==> src/hdl/tlru_pkg.sv <==
`timescale 1ns / 1ps

package tlru_pkg;

    localparam int ENTRIES  = 8;
    localparam int IDX_W    = $clog2(ENTRIES);
    localparam int CNT_W    = $clog2(ENTRIES + 1);
    localparam int ADDR_W   = 32;
    localparam int PAGE_W   = 20;
    localparam int OFFSET_W = 12;

    typedef struct packed {
        logic [PAGE_W-1:0] tag;
        logic [IDX_W-1:0]  rank;
    } entry_t;

    typedef enum logic [2:0] {
        ST_IDLE,
        ST_SCAN,
        ST_DECIDE,
        ST_UPDATE,
        ST_RESULT
    } state_t;

endpackage

==> src/hdl/tlb_lookup_lru_replace_core.sv <==
`timescale 1ns / 1ps

// Fully associative page tag store with least-recently-used replacement.
// Input channel: virtual_address is taken at a rising edge with start high
// and busy low. The address splits into a 20-bit page number and a 12-bit
// offset. Output channel: done pulses for exactly one cycle with hit,
// vpn, page_offset, evicted and slot; the receiver must take it then.
// Tags and recency ranks share one entry memory with a registered read port
// and one write port. An item first walks the valid entries (one read per
// cycle, compare and oldest-entry search on the returned data), then decides
// the slot, then walks the entries again as read-modify-write to age ranks
// and install the tag. The item passes through the scan, decide, update and
// result states in that order, and done is raised in the result state. busy
// drops in the cycle after done, so the next item can be taken then. The two
// memory walks set the throughput.
// Reset empties the store at once (entry count to zero); no clearing pass.
// Configuration: none.
module tlb_lookup_lru_replace_core
(
    input  logic                           clk,
    input  logic                           rst_n,
    input  logic                           start,
    output logic                           busy,
    input  logic [tlru_pkg::ADDR_W-1:0]    virtual_address,
    output logic                           done,
    output logic                           hit,
    output logic [tlru_pkg::PAGE_W-1:0]    vpn,
    output logic [tlru_pkg::OFFSET_W-1:0]  page_offset,
    output logic                           evicted,
    output logic [tlru_pkg::IDX_W-1:0]     slot
);
    import tlru_pkg::*;

    entry_t mem [ENTRIES];
    entry_t rdata_reg;

    state_t             state_reg, state_next;
    logic [ADDR_W-1:0]  addr_reg, addr_next;
    logic [CNT_W-1:0]   idx_reg, idx_next;
    logic               rvld_reg, rvld_next;
    logic [IDX_W-1:0]   rd_addr_reg, rd_addr_next;
    logic [CNT_W-1:0]   count_reg, count_next;
    logic               hit_reg, hit_next;
    logic [IDX_W-1:0]   hslot_reg, hslot_next;
    logic [IDX_W-1:0]   hrank_reg, hrank_next;
    logic [IDX_W-1:0]   worst_idx_reg, worst_idx_next;
    logic [IDX_W-1:0]   worst_rank_reg, worst_rank_next;
    logic [IDX_W-1:0]   slot_reg, slot_next;
    logic [CNT_W-1:0]   limit_reg, limit_next;
    logic               evicted_reg, evicted_next;

    logic               rd_en;
    logic [IDX_W-1:0]   rd_addr;
    logic               wr_en;
    logic [IDX_W-1:0]   wr_addr;
    entry_t             wr_data;
    logic [PAGE_W-1:0]  page;
    logic               full;

    assign page = addr_reg[ADDR_W-1 -: PAGE_W];
    assign full = (count_reg == CNT_W'(ENTRIES));

    always_ff @(posedge clk)
    begin
        if (wr_en)
        begin
            mem[wr_addr] <= wr_data;
        end
        if (rd_en)
        begin
            rdata_reg <= mem[rd_addr];
        end
    end

    always_ff @(posedge clk or negedge rst_n)
    begin
        if (!rst_n)
        begin
            state_reg   <= ST_IDLE;
            count_reg   <= '0;
            rvld_reg    <= 1'b0;
            idx_reg     <= '0;
        end
        else
        begin
            state_reg   <= state_next;
            count_reg   <= count_next;
            rvld_reg    <= rvld_next;
            idx_reg     <= idx_next;
        end
    end

    always_ff @(posedge clk)
    begin
        addr_reg       <= addr_next;
        rd_addr_reg    <= rd_addr_next;
        hit_reg        <= hit_next;
        hslot_reg      <= hslot_next;
        hrank_reg      <= hrank_next;
        worst_idx_reg  <= worst_idx_next;
        worst_rank_reg <= worst_rank_next;
        slot_reg       <= slot_next;
        limit_reg      <= limit_next;
        evicted_reg    <= evicted_next;
    end

    always_comb
    begin
        state_next      = state_reg;
        addr_next       = addr_reg;
        idx_next        = idx_reg;
        rvld_next       = 1'b0;
        rd_addr_next    = rd_addr_reg;
        count_next      = count_reg;
        hit_next        = hit_reg;
        hslot_next      = hslot_reg;
        hrank_next      = hrank_reg;
        worst_idx_next  = worst_idx_reg;
        worst_rank_next = worst_rank_reg;
        slot_next       = slot_reg;
        limit_next      = limit_reg;
        evicted_next    = evicted_reg;
        rd_en           = 1'b0;
        rd_addr         = idx_reg[IDX_W-1:0];
        wr_en           = 1'b0;
        wr_addr         = rd_addr_reg;
        wr_data         = rdata_reg;

        case (state_reg)
            ST_IDLE:
            begin
                if (start)
                begin
                    addr_next  = virtual_address;
                    idx_next   = '0;
                    hit_next   = 1'b0;
                    state_next = ST_SCAN;
                end
            end
            ST_SCAN:
            begin
                if (idx_reg < count_reg)
                begin
                    rd_en        = 1'b1;
                    rvld_next    = 1'b1;
                    rd_addr_next = idx_reg[IDX_W-1:0];
                    idx_next     = idx_reg + 1'b1;
                end
                else
                begin
                    state_next = ST_DECIDE;
                end
                if (rvld_reg)
                begin
                    if (!hit_reg && rdata_reg.tag == page)
                    begin
                        hit_next   = 1'b1;
                        hslot_next = rd_addr_reg;
                        hrank_next = rdata_reg.rank;
                    end
                    if (rd_addr_reg == '0 || rdata_reg.rank > worst_rank_reg)
                    begin
                        worst_idx_next  = rd_addr_reg;
                        worst_rank_next = rdata_reg.rank;
                    end
                end
            end
            ST_DECIDE:
            begin
                idx_next     = '0;
                evicted_next = !hit_reg && full;
                if (hit_reg)
                begin
                    slot_next  = hslot_reg;
                    limit_next = {1'b0, hrank_reg};
                end
                else
                begin
                    limit_next = CNT_W'(ENTRIES);
                    if (full)
                    begin
                        slot_next = worst_idx_reg;
                    end
                    else
                    begin
                        slot_next  = count_reg[IDX_W-1:0];
                        count_next = count_reg + 1'b1;
                    end
                end
                state_next = ST_UPDATE;
            end
            ST_UPDATE:
            begin
                if (idx_reg < count_reg)
                begin
                    rd_en        = 1'b1;
                    rvld_next    = 1'b1;
                    rd_addr_next = idx_reg[IDX_W-1:0];
                    idx_next     = idx_reg + 1'b1;
                end
                else
                begin
                    state_next = ST_RESULT;
                end
                if (rvld_reg)
                begin
                    wr_en = 1'b1;
                    if (rd_addr_reg == slot_reg)
                    begin
                        wr_data.rank = '0;
                        if (!hit_reg)
                        begin
                            wr_data.tag = page;
                        end
                    end
                    else if ({1'b0, rdata_reg.rank} < limit_reg)
                    begin
                        wr_data.rank = rdata_reg.rank + 1'b1;
                    end
                end
            end
            ST_RESULT:
            begin
                state_next = ST_IDLE;
            end
            default:
            begin
                state_next = ST_IDLE;
            end
        endcase
    end

    assign busy        = (state_reg != ST_IDLE);
    assign done        = (state_reg == ST_RESULT);
    assign hit         = hit_reg;
    assign vpn         = page;
    assign page_offset = addr_reg[OFFSET_W-1:0];
    assign evicted     = evicted_reg;
    assign slot        = slot_reg;

`ifndef ASSERT_OFF
    a_count_bound: assert property (@(posedge clk) disable iff (!rst_n)
        count_reg <= CNT_W'(ENTRIES))
        else $error("entry count above capacity");

    a_evict_full: assert property (@(posedge clk) disable iff (!rst_n)
        done && evicted |-> !hit && full)
        else $error("eviction without full store or on hit");

    a_slot_valid: assert property (@(posedge clk) disable iff (!rst_n)
        done |-> {1'b0, slot} < count_reg)
        else $error("reported slot not a valid entry");

    a_done_pulse: assert property (@(posedge clk) disable iff (!rst_n)
        done |=> !done && !busy)
        else $error("result strobe longer than one cycle");
`endif

endmodule

==> config.mk <==
export PLATFORM = sky130hd
export DESIGN_NAME = tlb_lookup_lru_replace_core
export DESIGN_NICKNAME = d
export VERILOG_FILES = /design/src/hdl/tlru_pkg.sv /design/src/hdl/tlb_lookup_lru_replace_core.sv
export SDC_FILE = /design/constraint.sdc
export NUM_CORES = 1
export LEC_CHECK = 0
export BUFFER_PORTS_ARGS = -buffer_cell sky130_fd_sc_hd__buf_2
export CAP_MARGIN = 20
export CORE_MARGIN = 2
export CORE_UTILIZATION = 35
export DETAILED_ROUTE_END_ITERATION = 6
export GPL_ROUTABILITY_DRIVEN = 0
export HOLD_SLACK_MARGIN = 0.08
export SLEW_MARGIN = 20
export SYNTH_ARGS = -nofsm -noshare
export SYNTH_HDL_FRONTEND = slang
export SYNTH_SLANG_ARGS = --single-unit
==> constraint.sdc <==
create_clock -name clk -period 7.6 [get_ports clk]
set_input_delay 1.14 -clock clk [delete_from_list [all_inputs] [get_ports clk]]
set_output_delay 1.14 -clock clk [all_outputs]
set_load 0.005 [all_outputs]
Yosys cells after proc, flatten, opt, wreduce, memory -nomap -nowiden

Memories as Yosys holds them, arrays and structs flattened. A register that Yosys moved wholly into a read port is not among the register bits.
Cells that the tools add are included.

Mux-type cells: 26
Reductions and logical operators: 18
Add/subtract/negate cells: 3
Bitwise logic cells: 2
Equal/unequal tests: 13
$lt $le $gt $ge: 3

Operators by type and width:

| kind                                           | number |
|---|---|
| 2-to-1 mux 23 bit                              | 2 |
| 2-to-1 mux 20 bit                              | 2 |
| 2-to-1 mux 3 bit                               | 7 |
| == test 20 bit                                 | 1 |
| AND reduction 3 bit                            | 5 |
| 2-to-1 mux 4 bit                               | 3 |
| one-hot mux 3 bit (4 select lines)             | 1 |
| one-hot mux 4 bit (3 select lines)             | 1 |
| != test 2 bit (second input constant)          | 5 |
| 2-to-1 mux 1 bit                               | 9 |
| adder 4 x 1 -> 4 bit (second input constant)   | 2 |
| == test 3 x 2 -> 1 bit (second input constant) | 2 |
| logical NOT 3 bit                              | 2 |
| nonzero test 3 bit                             | 2 |
| == test 4 bit (second input constant)          | 1 |
| less-than comparator 3 x 4 -> 1 bit            | 1 |
| less-than comparator 4 bit                     | 1 |
| AND reduction 2 bit                            | 2 |
| AND reduction 4 bit                            | 1 |
| adder 3 x 1 -> 3 bit (second input constant)   | 1 |
| == test 3 x 1 -> 1 bit (second input constant) | 1 |
| == test 3 bit                                  | 1 |
| == test 3 bit (second input constant)          | 1 |
| greater-than comparator 3 bit                  | 1 |
| other kinds (8)                                | 10 |

RAM bits: 184
Word-level logic and storage cells: 81
Output and inout port bits: 39
Memories kept: 1
Register bits: 68

Memories:

| name | depth | bits a word | rd ports | clocked after memory_dff | write ports | RTL line                          | text |
|---|---|---|---|---|---|---|---|
| mem  | 8     | 23          | 1        | 1                        | 1           | tlb_lookup_lru_replace_core.sv:34 | `entry_t mem [ENTRIES];` |

Depth between registers and ports, before layout

Word-level depth: 5
Gate-level depth with buffers: 8
Mapped depth without buffers: 7

Worst setup path after synthesis

OpenSTA, ideal clock, no wires.

Kind: reg-to-reg
From: register state_reg[2]
To: memory mem[0][0] (netlist name), enable pin
Setup time: 0.432 ns
Arrival: 2.560 ns
Clock period less this slack: 2.991 ns
Buffers on the path: 2
Path slack: 4.609 ns
Cell stages (with the launch flop): 6
Cells stage by stage: dfrtp_1 -> buf_4 -> and4b_1 -> buf_2 -> nand2b_1 -> nor3_1

Word-level cells in the longest chain between the ends: 4

RTL lines:

| what                                   | RTL line                           | text |
|---|---|---|
| from (decl)                            | tlb_lookup_lru_replace_core.sv:37  | `state_t state_reg, state_next;` |
| from (signal assigned)                 | tlb_lookup_lru_replace_core.sv:86  | `state_reg <= state_next;` |
| == test 3 x 2 -> 1 bit                 | tlb_lookup_lru_replace_core.sv:129 | `case (state_reg)` |
| 2-to-1 mux 1 bit                       | tlb_lookup_lru_replace_core.sv:129 |  |
| 2-to-1 mux 1 bit                       | tlb_lookup_lru_replace_core.sv:65  | `if (wr_en)` |
| 2-to-1 mux 1 bit (not written as such) | tlb_lookup_lru_replace_core.sv:67  | `mem[wr_addr] <= wr_data;` |
| to (decl)                              | tlb_lookup_lru_replace_core.sv:34  |  |

No other way between the ends.

Worst setup path after layout

From: register state_reg[0]
To: output busy

Word-level cells in the longest chain between the ends: 1

RTL lines:

| what               | RTL line                           | text |
|---|---|---|
| nonzero test 3 bit | tlb_lookup_lru_replace_core.sv:233 | `assign busy = (state_reg != ST_IDLE);` |
| to (decl)          | tlb_lookup_lru_replace_core.sv:23  | `output logic busy,` |

No other way between the ends.

==> metrics.md <==
| Metric | Value |
|---|---|
| Cell-internal power | 3.47 mW |
| Yosys warnings | 0 |
| Routed Wire Length | 21.9 mm |
| Async S/R FF share, synth | 4.36% |
| Crit path kind | flip-flop to output port |
| Number of flops mapped to enable cells by yosys | 263 |
| H-tree levels | 1 |
| Max_slew headroom | 33.6% |
| Syn Area/Cell | 20.3 um2 |
| VDD IR max | 202 uV |
| Clk Tree Root Cell | clkbuf_16 |
| DP HPWL | 12.8 mm |
| Netlist cell types | 42 |
| Largest net degree at the start of global routing | 52 |
| Initial core utilization | 35.5% |
| Die height | 180 um |
| Dpl cells | 987 |
| Post-CTS sizing | 0 |
| Number of flip-flops in the largest register | 184 |
| Sw power | 1.42 mW |
| P per Cell Area | 387 nW/um2 |
| Total power | 4.90 mW |
| Synthesized net count | 581 |
| Worst R2R Path Depth | 4 |
| Clock Sinks | 275 |
| Router iterations before antenna repair | 7 |
| N_diodes | 0 |
| Worst Clk Skew | 0.0110 ns |
| Status | finished with violations |
| Area growth, synth to finish | 16.5% |
| TritonCTS Buffers | 28 |
| CP peak stage delay | 0.50 ns |
| CTS tree | built |
| Crit-path slowest cell | dfrtp_1 |
| Synthesis-stage register bit count | 275 |
| Share of cells above drive strength 1 | 35.9% |
| Net Sw Frac | 29.1% |
| Arrival @ worst endpoint | 1.88 ns |
| Fmax | 332 MHz |
| HP Class | input pin to asynchronous set/reset pin |
| Failing checks | DRC |
| Setup TNS Final | 0 ns |
| # Max-Cap Violations | 0 |
| Ports | 74 |
| Antenna-violating nets left | 0 |
| Final net count | 669 |
| Synth Cell Area | 10,900 um2 |
| Row cnt | 64 |
| Die ar. | 32,500 um2 |
| Worst-path clk slew | 0.06 ns |
| Crit path cell chain | nor3_1 -> inv_1 -> buf_2 |
| Total track usage | 13.5% |
| Final Util | 41.3% |
| Final hold violation count | 0 |
| Bufs and invs on worst path | 2 |
| Die width | 180 um |
| Final std cells w/o fill | 1,039 |
| Worst setup margin | 4.58 ns |
| Final setup viols | 0 |
| Postcts setup bufs | 0 |
| Post-Synthesis Cells | 534 |
| Residual DRC count | 1 |
| CP max FO | 11 |
| P_leak | 4.20 nW |
| Critical Path Sink Type | output port |
| Sequential fraction of the synthesis area | 75.5% |
| Initial antenna violation count | 0 |
| Share of the clock period used by the worst path | 39.7% |
| Slew Limit Fails | 0 |
| Gr ovfl total | 0 |
| DR WL/cell | 21.0 um |
| Worst skew pair latency | 0.54 ns |
| Dpl ws | 4.93 ns |
| CP Launch Type | flip-flop |
| Buffers on Ports | 73 |
| Hold_buf cts | 0 |
| WP depth | 3 |
| Required time of the critical path | 6.46 ns |
| RSZ-0062 raised after global routing | no |
| Core footprint | 30,600 um2 |
| Vias/cell | 4.95 |
| Via count | 5,146 |
| Synth Flop Type | edfxtp_1 |
| Min Tclk post-route | 3.02 ns |
| Crit path max-delay family | flip-flops |
| Vias in the first global route | 5,485 |
| First-pass GRT wire length | 33.5 mm |
| CTS max path bufs | 3 |
| Combinational share of power | 24.3% |
| Slew @ Worst Pin | 0.994 ns |
| DRT iter0 DRCs | 472 |
| Sequential share of power | 47.4% |
| Clk network pwr share | 28.3% |
worst paths after layout:
check / from / endpoint / slack [ns]
setup reg to reg: state_reg[0] / hit / 4.99
hold reg to reg: hrank_reg[1] / limit_reg[1] / 0.54
max in group asynchronous: rst_n / idx_reg[2] / 6.88
setup / recovery: state_reg[0] / busy / 4.58
hold / removal: rst_n / count_reg[2] / 0.48
min in group clk: hrank_reg[1] / limit_reg[1] / 0.54
cells in the final DEF (no fill, tap or decap), drive strengths merged, types with 2 or more instances in the layout:
cell / count
nand2: 9
clkinvlp: 3
nand3: 2
a21oi: 5
clkbuf: 34
a31oi: 2
a211oi: 2
mux4: 46
nor2: 16
nor4: 4
mux2: 43
xor2: 24
nor3b: 2
o21a: 2
and2: 6
and3: 2
clkinv: 10
buf: 80
nand4: 3
nor3: 9
and4b: 2
xnor2: 6
o21ai: 9
nand2b: 7
o211ai: 2
mux2i: 2
dfrtp: 12
inv: 14
ha: 12
edfxtp: 263
bufinv: 4
synthesized netlist by cell type, types with 2 or more instances:
cell | n | share of area (%)
buf_4 | 4 | 0.28
and4b_1 | 2 | 0.18
a21oi_1 | 4 | 0.18
o211ai_1 | 2 | 0.14
and2_1 | 6 | 0.35
nand2b_1 | 7 | 0.40
buf_2 | 10 | 0.46
mux2_2 | 43 | 4.5
nand2_1 | 9 | 0.31
xnor2_1 | 6 | 0.48
nor3_1 | 9 | 0.41
o21ai_0 | 8 | 0.37
clkbuf_1 | 4 | 0.14
buf_1 | 2 | 0.069
o21a_1 | 2 | 0.14
xor2_1 | 24 | 1.9
a31oi_1 | 2 | 0.12
mux2i_1 | 2 | 0.18
ha_1 | 12 | 1.4
nor2_1 | 16 | 0.55
nor4_1 | 4 | 0.23
and3_1 | 2 | 0.12
buf_12 | 2 | 0.37
dfrtp_1 | 12 | 2.8
nand4_1 | 3 | 0.17
inv_1 | 14 | 0.48
edfxtp_1 | 263 | 73
mux4_2 | 46 | 9.5
logic make-up after synthesis:
| family | after synthesis | share of synthesized area (%) |
|---|---|---|
| buf+inv | 36 | 1.80 |
| simple gates | 65 | 3.26 |
| xor+xnor | 30 | 2.42 |
| compound gates | 25 | 1.47 |
| mux | 91 | 14.2 |
| flops | 275 | 75.5 |
| fa+ha+maj | 12 | 1.38 |
worst register-to-register path: stages (launching register included):
cell      delay, ns
dfrtp_1        0.54
nor4bb_1       0.63
nand4_1        0.18
nor3_1         0.74
or2_2          0.25
routing by layer:
metal | global-route usage (%) | routed length (um) | part of all wire (%) | vias up
met2 | 22.8 | 10600 | 49 | 142
met4 | 3.26 | 383 | 1.8 | 0
met3 | 2.81 | 1350 | 6.2 | 28
li1 | - | - | - | 2303
met1 | 17.9 | 9490 | 43 | 2673
met5 | 0 | 0 | 0 | -
metrics by stage:
stage | hold slack, ns | instance area, um2
after floorplan | 0.448 | 10900
after global placement | 0.515 | 11700
after detailed placement | 0.518 | 11700
after CTS | 0.470 | 12600
after global routing | 0.494 | 12600
final | 0.476 | 12600
area by class of cell:
| type | count | area, um2 |
|---|---|---|
| well taps | 396 | 495 |
| flip-flops and latches | 275 | 8200 |
| inverters | 14 | 52.6 |
| repair buffers | 80 | 438 |
| fillers | 2686 | 17900 |
| clock inverters | 17 | 189 |
| multi-input cells | 223 | 2530 |
| clock buffers | 34 | 744 |
power by group through the flow:
stage               clock network, mW  logic (mW)  registers [mW]
finish                           1.38        1.19            2.32
global route                     1.48        1.32            2.35
detailed placement                  0        1.20            2.35
global placement                    0        1.16            2.34
floorplan                           0       0.912            2.26
CTS                              1.42        1.20            2.33
(Power assumes the default switching activity.)
